### src/rtl/core/fswt_pkg.sv
// ----------------------------------------------------------------------------
// fswt_pkg - shared types and constants of the stall window tracker
// Word formats of both channels, the classified word in the queue and the
// layout of one tracker entry.
// ----------------------------------------------------------------------------
`default_nettype none

package fswt_pkg;

	localparam int unsigned DEF_NUM_PORTS   = 64;
	localparam int unsigned DEF_NUM_CLASSES = 4;

	localparam int unsigned PORT_W    = 6;
	localparam int unsigned CLASS_W   = 2;
	localparam int unsigned COUNT_W   = 64;
	localparam int unsigned PENDING_W = 32;

	localparam int unsigned QUEUE_DEPTH = 2;

	// func codes
	typedef enum logic {
		FUNC_SAMPLE = 1'b0,
		FUNC_RESYNC = 1'b1
	} func_t;

	typedef struct packed {
		func_t              func;
		logic [PORT_W-1:0]  port_index;
		logic [CLASS_W-1:0] class_index;
		logic [COUNT_W-1:0] rx_count;
		logic [COUNT_W-1:0] tx_count;
	} req_t;

	typedef struct packed {
		logic [PENDING_W-1:0] stall_windows;
		logic                 resynced;
	} rsp_t;

	// classified word handed from the front to the back (entry index travels beside it)
	typedef struct packed {
		logic               in_range;
		func_t              func;
		logic [COUNT_W-1:0] rx_count;
		logic [COUNT_W-1:0] tx_count;
	} cls_item_t;

	typedef struct packed {
		logic                 valid;
		logic                 credit;
		logic [PENDING_W-1:0] pending;
		logic [COUNT_W-1:0]   last_tx;
		logic [COUNT_W-1:0]   last_rx;
	} entry_t;

endpackage

`default_nettype wire

### src/rtl/core/fswt_front.sv
// ----------------------------------------------------------------------------
// fswt_front - command intake and classification
// Takes a word on start, range-checks port and class, forms the entry index
// and holds the classified word until the queue has room.
// ----------------------------------------------------------------------------
`default_nettype none

module fswt_front
	import fswt_pkg::*;
#(
	parameter int unsigned NUM_PORTS   = DEF_NUM_PORTS,
	parameter int unsigned NUM_CLASSES = DEF_NUM_CLASSES,
	parameter int unsigned IDX_W       = 8
) (
	input  wire logic             clk,
	input  wire logic             arst_n,
	input  wire logic             start,
	input  wire req_t             req,
	output      logic             busy,
	input  wire logic             clearing,
	input  wire logic             q_full,
	output      logic             push,
	output      cls_item_t        push_item,
	output      logic [IDX_W-1:0] push_idx
);

	logic             accept;
	logic             fv_q;
	cls_item_t        item_q;
	logic [IDX_W-1:0] idx_q;
	logic             in_range;
	logic [31:0]      flat_idx;

	assign busy   = clearing || (fv_q && q_full);
	assign accept = start && !busy;
	assign push   = fv_q && !q_full;

	assign in_range = (32'(req.port_index) < 32'(NUM_PORTS)) &&
	                  (32'(req.class_index) < 32'(NUM_CLASSES));
	assign flat_idx = 32'(req.port_index) * 32'(NUM_CLASSES) + 32'(req.class_index);

	always_ff @(posedge clk or negedge arst_n) begin
		if (!arst_n) begin
			fv_q <= 1'b0;
		end else if (accept) begin
			fv_q <= 1'b1;
		end else if (push) begin
			fv_q <= 1'b0;
		end
	end

	always_ff @(posedge clk) begin
		if (accept) begin
			item_q.in_range <= in_range;
			item_q.func     <= req.func;
			item_q.rx_count <= req.rx_count;
			item_q.tx_count <= req.tx_count;
			idx_q           <= flat_idx[IDX_W-1:0];
		end
	end

	assign push_item = item_q;
	assign push_idx  = idx_q;

endmodule

`default_nettype wire

### config.mk
export PLATFORM = sky130hd
export DESIGN_NAME = fswt_front
export DESIGN_NICKNAME = d
export VERILOG_FILES = /design/src/rtl/core/fswt_pkg.sv /design/src/rtl/core/fswt_front.sv
export SDC_FILE = /design/constraint.sdc
export NUM_CORES = 1
export LEC_CHECK = 0
export BUFFER_PORTS_ARGS = -buffer_cell sky130_fd_sc_hd__buf_4
export CELL_PAD_IN_SITES_DETAIL_PLACEMENT = 1
export CELL_PAD_IN_SITES_GLOBAL_PLACEMENT = 1
export CORE_UTILIZATION = 37
export CTS_BUF_LIST = sky130_fd_sc_hd__clkbuf_2
export CTS_CLUSTER_SIZE = 28
export DETAILED_ROUTE_END_ITERATION = 10
export GPL_TIMING_DRIVEN = 0
export PLACE_DENSITY_LB_ADDON = 0.1
export RECOVER_POWER = 50
export SLEW_MARGIN = 20
export SYNTH_ARGS = -nofsm -noshare
export SYNTH_HDL_FRONTEND = slang
export SYNTH_SLANG_ARGS = --single-unit
### constraint.sdc
create_clock -name clk -period 7.7 [get_ports clk]
set_input_delay 0.385 -clock clk [delete_from_list [all_inputs] [get_ports clk]]
set_output_delay 0.385 -clock clk [all_outputs]
set_load 0.005 [all_outputs]
==> results.sh, run 1 <==
export IMPL_start_util_pct=38.34
export IMPL_stop_stage="4_1_cts"
export IMPL_fp_row_count=38
export IMPL_synth_seq_cells=138
export IMPL_synth_cell_types=9
export IMPL_die_h_um=108.5
export IMPL_synthesis_nets=288
export IMPL_globalplace_congestion=0.6968
export IMPL_clockBufferDepth=2
export IMPL_yosys_warnings=0
export IMPL_tool_error="[ERROR RSZ-0060] Max buffer count reached."
export IMPL_pin_count=282
export IMPL_cts_setup_buffers=0
export IMPL_cts_sinks=138
export IMPL_avgSynthCellArea_um2=28.72
export IMPL_htree_levels=4
export IMPL_syn_inst=146
export IMPL_numCtsBuffers=17
export IMPL_synth_area_leaders="edfxtp_1 (98%), dfrtp_1 (0.60%), nand2b_4 (0.33%)"
export IMPL_yosys_area_top_type="edfxtp_1"
export IMPL_port_buffers=280
export IMPL_cts_root_buf="clkbuf_2"
export IMPL_outcome="stopped before the end"
export IMPL_ctsHoldBuffers=122
export IMPL_yosysTopAreaCellShare_pct=98.12
export IMPL_die_x_um=108.5
export IMPL_seq_area_frac_synth_pct=98.72
export IMPL_cts_resized=0
export IMPL_hpwl_mm=9.311
export IMPL_syn_area_um2=4193
export IMPL_post_place_ws_ps=5379
[synthesized netlist by cell type]
master	instances
nand2b_4	1
nand2b_1	1
dfrtp_1	1
a21oi_2	1
nor2b_1	1
nand2_1	2
edfxtp_1	137
conb_1	1
buf_4	1
[kinds of logic after synthesis]
| kind of cell | synth area share, % |
|---|---|
| buffers and inverters | 0.1791 |
| AOI/OAI and AO/OA | 0.2089 |
| other | 0.08944 |
| and+or+nand+nor | 0.8059 |
| DFF | 98.72 |
[metrics by stage]
step	cells	hold slack, ps	cell area [um^2]
detailed placement	573	162.8	6658
global placement	566	162.1	6470
floorplan	146	89.41	4193
==> inputs of run 2 (changes only) <==
==> config.mk (replaced) <==
export PLATFORM = sky130hd
export DESIGN_NAME = fswt_front
export DESIGN_NICKNAME = d
export VERILOG_FILES = /design/src/rtl/core/fswt_pkg.sv /design/src/rtl/core/fswt_front.sv
export SDC_FILE = /design/constraint.sdc
export NUM_CORES = 1
export LEC_CHECK = 0
export BUFFER_PORTS_ARGS = -buffer_cell sky130_fd_sc_hd__buf_4
export CORE_UTILIZATION = 35
export DETAILED_ROUTE_END_ITERATION = 10
export GPL_TIMING_DRIVEN = 0
export PLACE_DENSITY_LB_ADDON = 0.15
export RECOVER_POWER = 50
export SLEW_MARGIN = 20
export SYNTH_ARGS = -nofsm -noshare
export SYNTH_HDL_FRONTEND = slang
export SYNTH_SLANG_ARGS = --single-unit
==> run 2 against run 1 <==
Against the previous run:
- the flow now finishes, with violations (DRC, capacitance limit, slew limit)
- synthesized cell count unchanged
- area after synthesis stayed put
==> results.sh, run 2 <==
export IMPL_end_kind="flip-flop"
export IMPL_ant_nets=0
export IMPL_yosysTopAreaCellShare_pct=98.12
export IMPL_drive_gt1_share_pct=64.73
export IMPL_r2r_slack_ps=5250
export IMPL_hp_start="req[3]"
export IMPL_layout_commonest_cell="clkbuf_4"
export IMPL_viasPerCell=4.248
export IMPL_cts_sinks=138
export IMPL_grt_max_degree=25
export IMPL_crit_arrival_ps=2560
export IMPL_r2r_start="fv_q"
export IMPL_mostFrequentLayoutCells="clkbuf_4 (181), edfxtp_1 (137), buf_4 (85)"
export IMPL_drc=20
export IMPL_start_util_pct=36.25
export IMPL_final_nets=595
export IMPL_critPathLaunch="fv_q"
export IMPL_pin_count=282
export IMPL_largest_register_ffs=129
export IMPL_antenna_found_initial=0
export IMPL_diodes=0
export IMPL_die_x_um=111.5
export IMPL_outcome="finished with violations"
export IMPL_endpoint="push_item[6]"
export IMPL_p_leak_nw=2.928
export IMPL_rr_worst_depth=4
export IMPL_path_clk_slew_ps=60
export IMPL_gr_usage_all_layers_pct=16.34
export IMPL_die_area_um2=12420
export IMPL_globalplace_congestion=0.7126
export IMPL_required_ps=7810
export IMPL_period_share_pct=31.80
export IMPL_worst_pin_slew_ps=1503
export IMPL_synth_area_leaders="edfxtp_1 (98%), dfrtp_1 (0.60%), nand2b_4 (0.33%)"
export IMPL_worstPathMaxFanout=24
export IMPL_syn_area_um2=4193
export IMPL_finalSetupTns_ps=0
export IMPL_finClkSkew_ps=3.411
export IMPL_seq_area_frac_synth_pct=98.72
export IMPL_avgRoutedWirePerCell_um=16.14
export IMPL_ys_top_cells_by_count="edfxtp_1 (137), nand2_1 (2)"
export IMPL_synthesis_nets=288
export IMPL_yosys_warnings=0
export IMPL_core_area_um2=11560
export IMPL_hpwl_mm=7.661
export IMPL_dp_cells=576
export IMPL_first_pass_iters=8
export IMPL_fin_cells=608
export IMPL_cts_tree="done"
export IMPL_drt_iter0_markers=143
export IMPL_hold_path_class="input port to flip-flop"
export IMPL_htree_levels=4
export IMPL_vias=2583
export IMPL_synth_edf_count=137
export IMPL_vdd_drop_max_mv=0.1912
export IMPL_synth_cell_types=9
export IMPL_clockBufferDepth=2
export IMPL_grt_overflow=0
export IMPL_cts_root_buf="clkbuf_16"
export IMPL_period_minus_slack_ps=2449
export IMPL_cp_start_kind="flip-flop"
export IMPL_cap_violations=1
export IMPL_syn_inst=146
export IMPL_area_growth_pct=71.08
export IMPL_die_h_um=111.5
export IMPL_synth_seq_cells=138
export IMPL_slew_violations=10
export IMPL_drt_total_wl_mm=9.811
export IMPL_ctsHoldBuffers=1
export IMPL_power_density_nw_per_um2=249.5
export IMPL_synthArstFlopShare_pct=0.7246
export IMPL_yosys_area_top_type="edfxtp_1"
export IMPL_grt_pass1_vias=2628
export IMPL_violations="DRC, capacitance limit, slew limit"
export IMPL_ys_flop_type="edfxtp_1"
export IMPL_cts_resized=0
export IMPL_numCtsBuffers=17
export IMPL_rsz0062_at_grt="no"
export IMPL_grt_pass1_wl_mm=14.42
export IMPL_fp_row_count=39
export IMPL_hold_violations=0
export IMPL_port_buffers=280
export IMPL_synth_most_common_cell="edfxtp_1"
export IMPL_avgSynthCellArea_um2=28.72
export IMPL_timing_fmax_mhz=408.4
export IMPL_regToRegEndpoint="push_item[6]"
export IMPL_finalSetupViolCount=0
export IMPL_crit_type="flip-flop to flip-flop"
export IMPL_clk_latency_ps=410
export IMPL_relSlewSlack_pct=-0.1983
export IMPL_cts_setup_buffers=0
[run 2: cell counts after synthesis]
Identical to the previous run, type by type.
[run 2: layout make-up]
class                      instances  area, um^2
multi-input combinational          7       42.54
clock buffer                      18       429.2
clock inverter                    13       152.6
timing repair buffer             288        2223
tap                              143       178.9
sequential                       138        4139
buffer                             1       7.507
fill                             869        4392
[run 2: worst max-delay path: stages, from the launching register on]
cell and delay (ps):
dfrtp_1 390, a21oi_1 1140, buf_16 260, buf_16 170, buf_16 180
[run 2: where the power goes]
part,internal [W],switching [W],total (W)
sequential,0.000866,0.00000799,0.000874
combinational,0.0000815,0.0000435,0.000125
clock,0.000504,0.000287,0.000791
total,0.00145,0.000339,0.00179
[run 2: worst min path at each step]
stage                         end  depth (start not counted)
finish               push_item[3]                          1
global route        push_item[95]                          1
CTS                 push_item[77]                          1
detailed placement           fv_q                          1
global placement             fv_q                          1
floorplan                    fv_q                          0
[run 2: cell families (layout without fill, tap and decap cells)]
| kind of cell | after synthesis | in the layout | share of synthesized area, % |
|---|---|---|---|
| AO/OA/AOI/OAI | 1 | 1 | 0.2089 |
| buffers and inverters | 1 | 320 | 0.1791 |
| flip-flops | 138 | 138 | 98.72 |
| other | 1 | 1 | 0.08944 |
| AND/OR/NAND/NOR | 5 | 5 | 0.8059 |
[run 2: stage by stage]
stage | util, % | area (um^2) | total power (W) | hold WS [ps] | setup WS, ps
finish | 62.03 | 7173 | 0.001790 | 170.5 | 5251
global route | 62.03 | 7173 | 0.001851 | 146.7 | 5052
CTS | 62.61 | 7241 | 0.001817 | 127.8 | 5886
detailed placement | 57.49 | 6649 | 0.001024 | 165.6 | 5678
global placement | 55.98 | 6474 | 0.001016 | 161.3 | 1449
floorplan | - | 4193 | 0.0009114 | 89.41 | 2878
[run 2: per-layer routing]
metal	routed length, um	part of all wire, %	up-vias	GRT usage (%)
li1	-	-	1205	-
met1	3327	34	1194	16.36
met2	5184	53	171	28.25
met3	1118	11	13	8.220
met4	181	1.8	0	7.748
met5	0	0	-	0
Note: power is estimated with default switching activity, not from simulation.
