### src/rtl/core/fswt_pkg.sv
// ----------------------------------------------------------------------------
// fswt_pkg - shared types and constants of the stall window tracker
// Word formats of both channels, the classified word in the queue and the
// layout of one tracker entry.
// ----------------------------------------------------------------------------
`default_nettype none

package fswt_pkg;

	localparam int unsigned DEF_NUM_PORTS   = 64;
	localparam int unsigned DEF_NUM_CLASSES = 4;

	localparam int unsigned PORT_W    = 6;
	localparam int unsigned CLASS_W   = 2;
	localparam int unsigned COUNT_W   = 64;
	localparam int unsigned PENDING_W = 32;

	localparam int unsigned QUEUE_DEPTH = 2;

	// func codes
	typedef enum logic {
		FUNC_SAMPLE = 1'b0,
		FUNC_RESYNC = 1'b1
	} func_t;

	typedef struct packed {
		func_t              func;
		logic [PORT_W-1:0]  port_index;
		logic [CLASS_W-1:0] class_index;
		logic [COUNT_W-1:0] rx_count;
		logic [COUNT_W-1:0] tx_count;
	} req_t;

	typedef struct packed {
		logic [PENDING_W-1:0] stall_windows;
		logic                 resynced;
	} rsp_t;

	// classified word handed from the front to the back (entry index travels beside it)
	typedef struct packed {
		logic               in_range;
		func_t              func;
		logic [COUNT_W-1:0] rx_count;
		logic [COUNT_W-1:0] tx_count;
	} cls_item_t;

	typedef struct packed {
		logic                 valid;
		logic                 credit;
		logic [PENDING_W-1:0] pending;
		logic [COUNT_W-1:0]   last_tx;
		logic [COUNT_W-1:0]   last_rx;
	} entry_t;

endpackage

`default_nettype wire

### src/rtl/core/fswt_queue.sv
// ----------------------------------------------------------------------------
// fswt_queue - short word queue between front and back
// Small flop FIFO; decouples intake stalls from table work.
// ----------------------------------------------------------------------------
`default_nettype none

module fswt_queue
	import fswt_pkg::*;
#(
	parameter int unsigned WIDTH = 8
) (
	input  wire logic             clk,
	input  wire logic             arst_n,
	input  wire logic             push,
	input  wire logic [WIDTH-1:0] push_data,
	output      logic             full,
	input  wire logic             pop,
	output      logic             head_valid,
	output      logic [WIDTH-1:0] head_data
);

	localparam int unsigned PTR_W = (QUEUE_DEPTH > 1) ? $clog2(QUEUE_DEPTH) : 1;
	localparam int unsigned CNT_W = $clog2(QUEUE_DEPTH + 1);

	logic [WIDTH-1:0] slot_q [QUEUE_DEPTH];
	logic [PTR_W-1:0] wr_ptr_q;
	logic [PTR_W-1:0] rd_ptr_q;
	logic [CNT_W-1:0] cnt_q;
	logic             do_push;
	logic             do_pop;

	assign full       = (cnt_q == CNT_W'(QUEUE_DEPTH));
	assign head_valid = (cnt_q != '0);
	assign head_data  = slot_q[rd_ptr_q];
	assign do_push    = push && !full;
	assign do_pop     = pop && head_valid;

	always_ff @(posedge clk or negedge arst_n) begin
		if (!arst_n) begin
			wr_ptr_q <= '0;
			rd_ptr_q <= '0;
			cnt_q    <= '0;
		end else begin
			if (do_push) begin
				wr_ptr_q <= (wr_ptr_q == PTR_W'(QUEUE_DEPTH - 1)) ? '0 : wr_ptr_q + 1'b1;
			end
			if (do_pop) begin
				rd_ptr_q <= (rd_ptr_q == PTR_W'(QUEUE_DEPTH - 1)) ? '0 : rd_ptr_q + 1'b1;
			end
			case ({do_push, do_pop})
				2'b10:   cnt_q <= cnt_q + 1'b1;
				2'b01:   cnt_q <= cnt_q - 1'b1;
				default: cnt_q <= cnt_q;
			endcase
		end
	end

	always_ff @(posedge clk) begin
		if (do_push) begin
			slot_q[wr_ptr_q] <= push_data;
		end
	end

endmodule

`default_nettype wire

### config.mk
export PLATFORM = sky130hd
export DESIGN_NAME = fswt_queue
export DESIGN_NICKNAME = d
export VERILOG_FILES = /design/src/rtl/core/fswt_pkg.sv /design/src/rtl/core/fswt_queue.sv
export SDC_FILE = /design/constraint.sdc
export NUM_CORES = 1
export LEC_CHECK = 0
export ABC_AREA = 1
export BUFFER_PORTS_ARGS = -buffer_cell sky130_fd_sc_hd__buf_2
export CAP_MARGIN = 15
export CORE_MARGIN = 8
export CORE_UTILIZATION = 35
export DETAILED_ROUTE_END_ITERATION = 6
export HOLD_SLACK_MARGIN = 0.08
export REMOVE_ABC_BUFFERS = 1
export SYNTH_ARGS = -nofsm -noshare
export SYNTH_HDL_FRONTEND = slang
export SYNTH_SLANG_ARGS = --single-unit
### constraint.sdc
create_clock -name clk -period 4 [get_ports clk]
set_input_delay 0 -clock clk [delete_from_list [all_inputs] [get_ports clk]]
set_output_delay 0 -clock clk [all_outputs]
set_load 0.02 [all_outputs]
Word-level counts from Yosys, hierarchy flattened:

Memory sizes are Yosys's and may differ from the RTL's.
Cells that the tools add are included.
W data, S select, Z words.

* memories: 1
* register bits after elaboration: 4
* RAM bits: 16

* reductions and logical operators: 5
* equality and inequality tests: 3
* add/sub/neg operators: 4
* mux-type cells: 5

Memory list
* slot_q: words 2, bits a word 8, read ports 1, clocked after memory_dff 0, wr ports 1, line fswt_queue.sv:25 `logic [WIDTH-1:0] slot_q [QUEUE_DEPTH];`

Operator list (number)
* $eq A2 B2 Y1 const B: 2
* $mux W1: 4
* $pmux W2 S2: 1
* $reduce_bool A2 Y1: 2
* $add A1 B1 Y1 const B: 2
* $add A2 B1 Y2 const B: 1
* $eq A2 B1 Y1 const B: 1
* $logic_and A1 B1 Y1: 2
* $sub A2 B1 Y2 const B: 1
* $logic_not A1 Y1: 1

Depth between registers and ports, before layout:

Gate-level depths: netlist of the first run.

* depth in word-level cells: 5
* mapped depth: 10

Least setup slack after synthesis of the first run:

OpenSTA, ideal clock, no wires.

* path type: reg-to-reg
* from: reg cnt_q[1]
* to: reg cnt_q[1]
* slack: 2.637 ns
* buffers on the path: 0
* period minus slack after synthesis: 1.363 ns
* data arrival time: 1.246 ns
* stages on the path, launching flop included: 10
* cells stage by stage: dfrtp_1 > inv_1 > nand2_2 > nand2_2 > inv_1 > ha_1 > inv_1 > nand3_1 > nand2_1 > nand2_1

* elaborated cells between the ends (all ways): 11

RTL lines
* start: declaration: line fswt_queue.sv:28 `logic [CNT_W-1:0] cnt_q;`
* start signal: assignment: line fswt_queue.sv:51 `2'b10: cnt_q <= cnt_q + 1'b1;`
* start signal: assignment: line fswt_queue.sv:52 `2'b01: cnt_q <= cnt_q - 1'b1;`
* start signal: assignment: line fswt_queue.sv:53 `default: cnt_q <= cnt_q;`
* $reduce_bool A2 Y1 *: line fswt_queue.sv:33 `assign head_valid = (cnt_q != '0);`
* net head_valid: line fswt_queue.sv:18 `output logic head_valid,`
* $logic_and A1 B1 Y1 *: line fswt_queue.sv:36 `assign do_pop = pop && head_valid;`
* net do_pop: line fswt_queue.sv:30 `logic do_pop;`
* $eq A2 B1 Y1 or $eq A2 B2 Y1 (tied branches): line fswt_queue.sv:50 `case ({do_push, do_pop})`
* $pmux W2 S2 or $reduce_bool A2 Y1 (tied branches)

The timed path passes the listed nets; every way through them passes the cells marked *.
A chain may end at the register's enable or synchronous reset.

Worst setup path after layout of the first run:

* from: reg cnt_q[1]
* to: mem slot_q[1][7] (enable)

* cells in the longest elaborated chain, start to end: 5

Ends and longest elaborated chain
* $eq A2 B2 Y1: line fswt_queue.sv:32 `assign full = (cnt_q == CNT_W'(QUEUE_DEPTH));`
* $logic_not A1 Y1: line fswt_queue.sv:35 `assign do_push = push && !full;`
* $logic_and A1 B1 Y1: line fswt_queue.sv:35
* $mux W1: line fswt_queue.sv:59 `if (do_push) begin`
* $mux W1 (not written as such): line fswt_queue.sv:60 `slot_q[wr_ptr_q] <= push_data;`
* end: declaration: line fswt_queue.sv:25

Every way passes these cells.

==> results.yml, run 1 <==
synth:
  synth_cell_type_count: 14
  post_synth_inst_count: 73
  synth_xor_area_frac: 0.0107
  mappedNetlistArea_sq_um: 816
  synth-adder-area-share: 0.0153
  synth.ff_latch_count: 20
  syn_avg_cell_area_sq_um: 11.2
  yosys-mux-area-fraction: 0
  synth_simple_gate_area_frac: 0.201
  synth_compound_area_frac: 0.0107
  synth_top_family_by_area: "simple AND/OR/NAND/NOR gates"
  ys_seq_area_frac: 0.712
  synthesis.yosys.warnings: 0
cts:
  cts_bufs_inserted: 3
  clockBufferDepth: 2
  worst_skew_pair.late_latency_ns: 0.29
  post_cts.resized_instances: 0
  tritoncts_clock_tree: "done"
  cts.root.buffer_cell: "clkbuf_4"
  tritoncts_num_sinks: 20
  h_tree_level_count: 1
  clkSlewWorstSetupHoldPaths_ns: 0.10
worst_hold_path:
  min_delay_worst_endpoint: "slot_q[0][5]$_DFFE_PP_"
  hp-start: "push_data[5]"
  hold_depth: 2
  worstHoldPathType: "in -> reg"
layout:
  fillers: 213
  share_of_cells_above_drive_strength_1: 0.284
  instances_no_fill: 137
  insertedDiodeCount: 0
  mostFrequentLayoutCells: "32 x nand2_1, 21 x buf_2, 16 x edfxtp_1"
  nets: 123
  area.growth.synth_to_final_pct: 34.2
  layout_commonest_cell: "nand2_1"
sta:
  clock_skew_ns: 0.00213
  finalCritPeriodShare: 0.364
  setup_total_negative_slack_ns: 0
  drv_slew: 0
  layout_min_cycle_time_ns: 1.46
  slew_limit_headroom: 0.600
  count_of_final_setup_violators: 0
  grt_setup_unrepaired: "false"
  worst_slew_pin_slew_ns: 0.597
  finalHoldViolations: 0
  hold_slack_ns: 0.432
  maxClockFrequency_ghz: 0.687
die:
  rows: 17
  initial_cell_density_of_the_core: 0.369
  dieHeight_microns: 64.3
  die_x_microns: 64.3
  die_area_sq_um: 4130
  io_pins: 22
  core_area_sq_um: 2210
worst_setup_path:
  worstPathCellList: "inv_1, o21ai_2, nor2_1"
  cpPeakStageDelay_ns: 0.47
  end_of_the_worst_register_to_register_path: "slot_q[1][7]$_DFFE_PP_"
  worst_r2r_path_depth: 3
  endpoint_kind: "flop"
  critPathBufInv: 1
  critPathArrivalTime_ns: 1.39
  r2r_slack_ns: 2.54
  worstSetupStartpointType: "flop"
  critical_path.max_fanout: 8
  critPathRequiredTime_ns: 3.93
  slowest_stage: "nor2_1"
  worst-setup-path-type: "reg -> reg"
  startpoint_of_the_worst_register_to_register_path: "cnt_q[1]$_DFFE_PN0P_"
  critical-path-top-delay-family: "simple AND/OR/NAND/NOR gates"
power_and_ir_drop:
  vdd.ir_drop.worst_uv: 353
  power.switching_mw: 0.294
  power.share.combinational: 0.424
  sw_frac_of_total: 0.408
  pwr_total_mw: 0.722
  cell_internal_pwr_mw: 0.428
  seqPwrFrac: 0.450
  cellPowerDensity_nw_per_um2: 659
  p_leak_nw: 0.513
  pwr-share-clk: 0.126
status:
  run_status: "finished, final reports clean"
routing:
  routed_wl_microns: 1510
  routed_length_per_instance_microns: 11.0
  detail_route.first_pass.iterations: 4
  wl_met3_microns: 140
  ant_nets: 0
  drt-initial-drc-count: 14
  met2RoutedLength_microns: 664
  vias: 577
  drt_drc_violations_left: 0
  wl_met1_microns: 695
  topRoutingLayerUsed: "met4"
  vias_per_cell: 4.21
global_route:
  first_global_vias: 611
  grt_pass1_wl_microns: 2640
  grt_start_max_net_pins: 12
  antenna_found_initial: 0
  globalRouteOverflowTotal: 0
  groute.usage.overall: 0.0802
place:
  detailedPlacementHpwl_microns: 1120
  place_congestion: 0.764
  portBuffers: 21
  dpl.cell_count: 121
flow_run:
  max_cap_violations: 0
-- routing by layer --
layer | track usage | up-vias
met5 | 0 | -
met4 | 0.0245 | 0
met3 | 0.0505 | 2
met2 | 0.124 | 17
met1 | 0.0890 | 252
li1 | - | 306
-- area by class of cell --
type / instances / area (sq um) / share of cell area
flip-flops and latches: 20 / 581 / 0.530
clock buffers: 3 / 22.5 / 0.0206
repair buffers: 33 / 225 / 0.206
clock inverters: 1 / 3.75 / 0.00343
multi-input cells: 43 / 194 / 0.177
inverters: 9 / 33.8 / 0.0309
well taps: 28 / 35.0 / 0.0320
-- worst register-to-register path, delay by kind of cell, from the launching register on --
kind | cells | cell delay (ns)
and+or+nand+nor | 1 | 0.47
DFF | 1 | 0.39
AOI/OAI and AO/OA | 1 | 0.09
buffers and inverters | 1 | 0.15
-- repair_timing --
| action | 4_1_cts | 5_1_grt |
|---|---|---|
| hold buffers | 12 | 0 |
| setup buffers | 0 | 0 |
| hold endpoints to repair | 22 | 0 |
-- cell usage after synthesis --
| library cell | count | area share |
|---|---|---|
| nand2_1 | 32 | 0.15 |
| edfxtp_1 | 16 | 0.59 |
| inv_1 | 6 | 0.028 |
| dfrtp_1 | 4 | 0.12 |
| inv_2 | 3 | 0.014 |
| nand3_1 | 3 | 0.018 |
| nand2_2 | 2 | 0.015 |
| buf_4 | 1 | 0.0092 |
| ha_1 | 1 | 0.015 |
| nand4_1 | 1 | 0.0077 |
| nor2_1 | 1 | 0.0046 |
| nor2_2 | 1 | 0.0077 |
| o21ai_2 | 1 | 0.011 |
| xnor2_1 | 1 | 0.011 |
-- power groups by stage --
stage	Sequential, mW	Combinational, mW	Clock (mW)
2_1_floorplan	0.322	0.212	0
3_3_place_gp	0.329	0.296	0
3_5_place_dp	0.330	0.303	0
4_1_cts	0.326	0.314	0.0955
5_1_grt	0.331	0.347	0.108
6_report	0.325	0.306	0.0908
-- flip-flops by register name, summed over array words and instances, names as in the netlist --
name	count
slot_q	16
cnt_q	2
rd_ptr_q	1
wr_ptr_q	1
-- cell families after synthesis --
kind of cell	Yosys count
simple gates	40
flops	20
buf+inv	10
compound gates	1
xor+xnor	1
fa+ha+maj	1
-- metrics by stage --
stage	setup slack, ns	instance area (sq um)	utilization
finish	2.54	1090	0.495
global route	2.42	1090	0.495
CTS	2.52	1090	0.495
detailed placement	2.53	948	0.429
global placement	2.58	948	0.429
floorplan	2.64	808	-
-- how the worst max path moves through the flow --
stage                                     from                endpoint  slack, ns  depth (start not counted)
final                     cnt_q[1]$_DFFE_PN0P_  slot_q[1][7]$_DFFE_PP_       2.54                          3
after CTS                 cnt_q[1]$_DFFE_PN0P_  slot_q[1][3]$_DFFE_PP_       2.52                          3
after detailed placement  cnt_q[1]$_DFFE_PN0P_  slot_q[1][6]$_DFFE_PP_       2.53                          3
after global routing      cnt_q[1]$_DFFE_PN0P_  slot_q[1][7]$_DFFE_PP_       2.42                          3
after floorplan           cnt_q[1]$_DFFE_PN0P_    cnt_q[1]$_DFFE_PN0P_       2.64                          9
after global placement    cnt_q[1]$_DFFE_PN0P_  slot_q[1][5]$_DFFE_PP_       2.58                          3
No activity file was read; power rests on OpenSTA's default activity.
==> inputs of run 2 (changes only) <==
ABC_AREA = 0   (was 1)
clock period = 1.5 ns   (was 4 ns; I/O delays follow)
==> run 2 against run 1 <==
Net effect: critical path depth increased by 3; design area grew 3.5%; utilization rose by 3.3 points; clock power grew to 4.8 times the previous value; global-route usage shrank 0.14 points; routed wire length shrank 2.2%; clock skew increased by 0.0031 ns; critical path type unchanged; largest cell class unchanged; highest routed layer unchanged.
==> results.yml, run 2 <==
sta:
  setup_total_negative_slack_ns: 0
  slew_limit_headroom: 0.739
  hold_slack_ns: 0.417
  maxClockFrequency_ghz: 0.687
  grt_setup_unrepaired: "true"
  drv_slew: 0
  clock_skew_ns: 0.00519
  finalHoldViolations: 0
  worst_slew_pin_slew_ns: 0.391
  layout_min_cycle_time_ns: 1.46
  count_of_final_setup_violators: 0
  finalCritPeriodShare: 0.970
worst_setup_path:
  critPathBufInv: 0
  critPathArrivalTime_ns: 1.68
  end_of_the_worst_register_to_register_path: "cnt_q[1]$_DFFE_PN0P_"
  slowest_stage: "dfrtp_1"
  startpoint_of_the_worst_register_to_register_path: "cnt_q[1]$_DFFE_PN0P_"
  timing.critical_path.to: "cnt_q[1]$_DFFE_PN0P_"
  critical_path.max_fanout: 3
  worst_r2r_path_depth: 6
  cp.depth: 6
  critical-path-top-delay-family: "simple AND/OR/NAND/NOR gates"
  cpPeakStageDelay_ns: 0.41
  r2r_slack_ns: 0.04
  critPathRequiredTime_ns: 1.73
  worstPathCellList: "or2_1, and2_4, ha_4, xnor2_2, nor2_1, xor2_1"
  timing.critical_path.from: "cnt_q[1]$_DFFE_PN0P_"
  endpoint_kind: "flop"
  worstSetupStartpointType: "flop"
  worst-setup-path-type: "reg -> reg"
synth:
  synthTopCellsByArea: "edfxtp_1 62%, dfrtp_1 13%, mux2_2 12%"
  async_flop_share: 0.200
  post_synth_inst_count: 43
  synth_top_area_share: 0.620
  mappedNetlistArea_sq_um: 774
  synth-main-ff-cell: "edfxtp_1"
  post-synth-top-count-cell: "edfxtp_1"
  synth_cell_type_count: 14
  synth.top_cells.by_count: "16 x edfxtp_1, 8 x mux2_2, 4 x dfrtp_1"
  ys_seq_area_frac: 0.750
  syn_avg_cell_area_sq_um: 18.0
  post_synth_edffs: 16
  synth.ff_latch_count: 20
  synthesis.yosys.warnings: 0
  post-synth-top-area-cell: "edfxtp_1"
layout:
  insertedDiodeCount: 0
  nets: 97
  layout_commonest_cell: "buf_2"
  utilization: 0.528
  largest_regs: "slot_q: 16 flops, cnt_q: 2 flops"
  mostFrequentLayoutCells: "21 x buf_2, 16 x edfxtp_1, 12 x dlygate4sd3_1"
  share_of_cells_above_drive_strength_1: 0.494
  largest_register_ffs: 16
  fillers: 180
  area.growth.synth_to_final_pct: 46.4
  top_register: "slot_q"
cts:
  clkSlewWorstSetupHoldPaths_ns: 0.11
  clockBufferDepth: 2
  tritoncts_num_sinks: 20
  worst_skew_pair.late_latency_ns: 0.30
  cts_bufs_inserted: 3
  h_tree_level_count: 1
  cts.root.buffer_cell: "clkbuf_4"
  tritoncts_clock_tree: "done"
routing:
  ant_nets: 0
  drt_drc_violations_left: 0
  vias_per_cell: 4.39
  routed_length_per_instance_microns: 13.3
  detail_route.first_pass.iterations: 2
  drt-initial-drc-count: 10
  vias: 487
  routed_wl_microns: 1480
global_route:
  globalRouteOverflowTotal: 0
  first_global_vias: 532
  groute.usage.overall: 0.0788
  grt_pass1_wl_microns: 2420
  grt_start_max_net_pins: 13
  antenna_found_initial: 0
die:
  die_area_sq_um: 3970
  io_pins: 22
  core_area_sq_um: 2150
  rows: 17
  dieHeight_microns: 63.0
  die_x_microns: 63.0
  initial_cell_density_of_the_core: 0.361
place:
  portBuffers: 21
  detailedPlacementHpwl_microns: 990
  place_congestion: 0.660
status:
  run_status: "finished, final reports clean"
power_and_ir_drop:
  power.switching_mw: 0.690
  p_leak_nw: 0.464
  seqPwrFrac: 0.411
  cell_internal_pwr_mw: 1.46
  pwr-share-clk: 0.202
  power.share.combinational: 0.387
  vdd.ir_drop.worst_uv: 1380
  cellPowerDensity_nw_per_um2: 1900
  sw_frac_of_total: 0.321
flow_run:
  max_cap_violations: 0
worst_hold_path:
  worstHoldPathType: "in -> reg"
run 2: changes by cell type in the layout (fill, tap and decap cells not counted), sizes merged, moves of 2 or more:
cell and delta:
nand2 -33, inv -8, mux2 +8, buf +4, nand3 -3, xnor2 +2
xor2 +2
run 2: timing repair:
| action | in CTS | in global routing |
|---|---|---|
| setup endpoints to repair | 0 | 9 |
| resized for setup | 0 | 4 |
| hold buffers | 12 | 0 |
| buffers inserted | 0 | 1 |
| endpoints found under the hold margin | 22 | 0 |
run 2: final cells by class:
class,count,area [sq um],share of cell area
Sequential cell,20,582,0.513
Timing Repair Buffer,37,255,0.225
Multi-Input combinational cell,21,205,0.181
Tap cell,28,35.0,0.0309
Clock inverter,1,30.0,0.0265
Clock buffer,3,22.5,0.0199
Inverter,1,3.75,0.00331
run 2: how the worst min path moves through the flow:
stage,startpoint,to,slack [ns],cells after the start
2_1_floorplan,arst_n,cnt_q[0]$_DFFE_PN0P_,-0.30,0
3_3_place_gp,arst_n,cnt_q[0]$_DFFE_PN0P_,-0.19,1
3_5_place_dp,arst_n,cnt_q[1]$_DFFE_PN0P_,-0.19,1
4_1_cts,push_data[6],slot_q[1][6]$_DFFE_PP_,0.41,2
5_1_grt,push_data[6],slot_q[1][6]$_DFFE_PP_,0.41,2
6_report,push_data[1],slot_q[1][1]$_DFFE_PP_,0.42,2
run 2: power groups by stage:
stage	Sequential (mW)	Combinational (mW)	Clock [mW]
global placement	0.882	0.741	0
floorplan	0.866	0.507	0
CTS	0.882	0.775	0.440
global route	0.904	0.911	0.461
detailed placement	0.893	0.746	0
finish	0.883	0.833	0.434
run 2: routing by layer:
| metal | GRT usage | share of wire | up-vias |
|---|---|---|---|
| met5 | 0 | 0 | - |
| met4 | 0.0427 | 0.018 | 0 |
| met3 | 0.0376 | 0.064 | 2 |
| met2 | 0.127 | 0.48 | 18 |
| met1 | 0.0830 | 0.44 | 232 |
| li1 | - | - | 235 |
run 2: kinds of logic (layout without fill, tap and decap cells):
logic type / count (synthesis) / count (layout) / synth area share
xor+xnor: 5 / 5 / 0.0566
simple gates: 7 / 7 / 0.0501
fa+ha+maj: 1 / 1 / 0.0162
buf+inv: 2 / 42 / 0.0113
flops: 20 / 20 / 0.750
mux: 8 / 8 / 0.116
run 2: stage by stage:
step           total power, mW  setup WS, ns  area [sq um]  instances
2_1_floorplan             1.37       -0.0379           769         42
3_3_place_gp              1.62        0.0872           932         94
3_5_place_dp              1.64        0.0494           932         94
4_1_cts                   2.10       0.00353          1100        110
5_1_grt                   2.28       -0.0392          1130        111
6_report                  2.15        0.0448          1130        111
run 2: worst reg2reg max path, stage by stage (launching register included):
cell and delay [ns]:
dfrtp_1 0.41, or2_1 0.25, and2_4 0.16, ha_4 0.16
xnor2_2 0.12, nor2_1 0.13, xor2_1 0.15
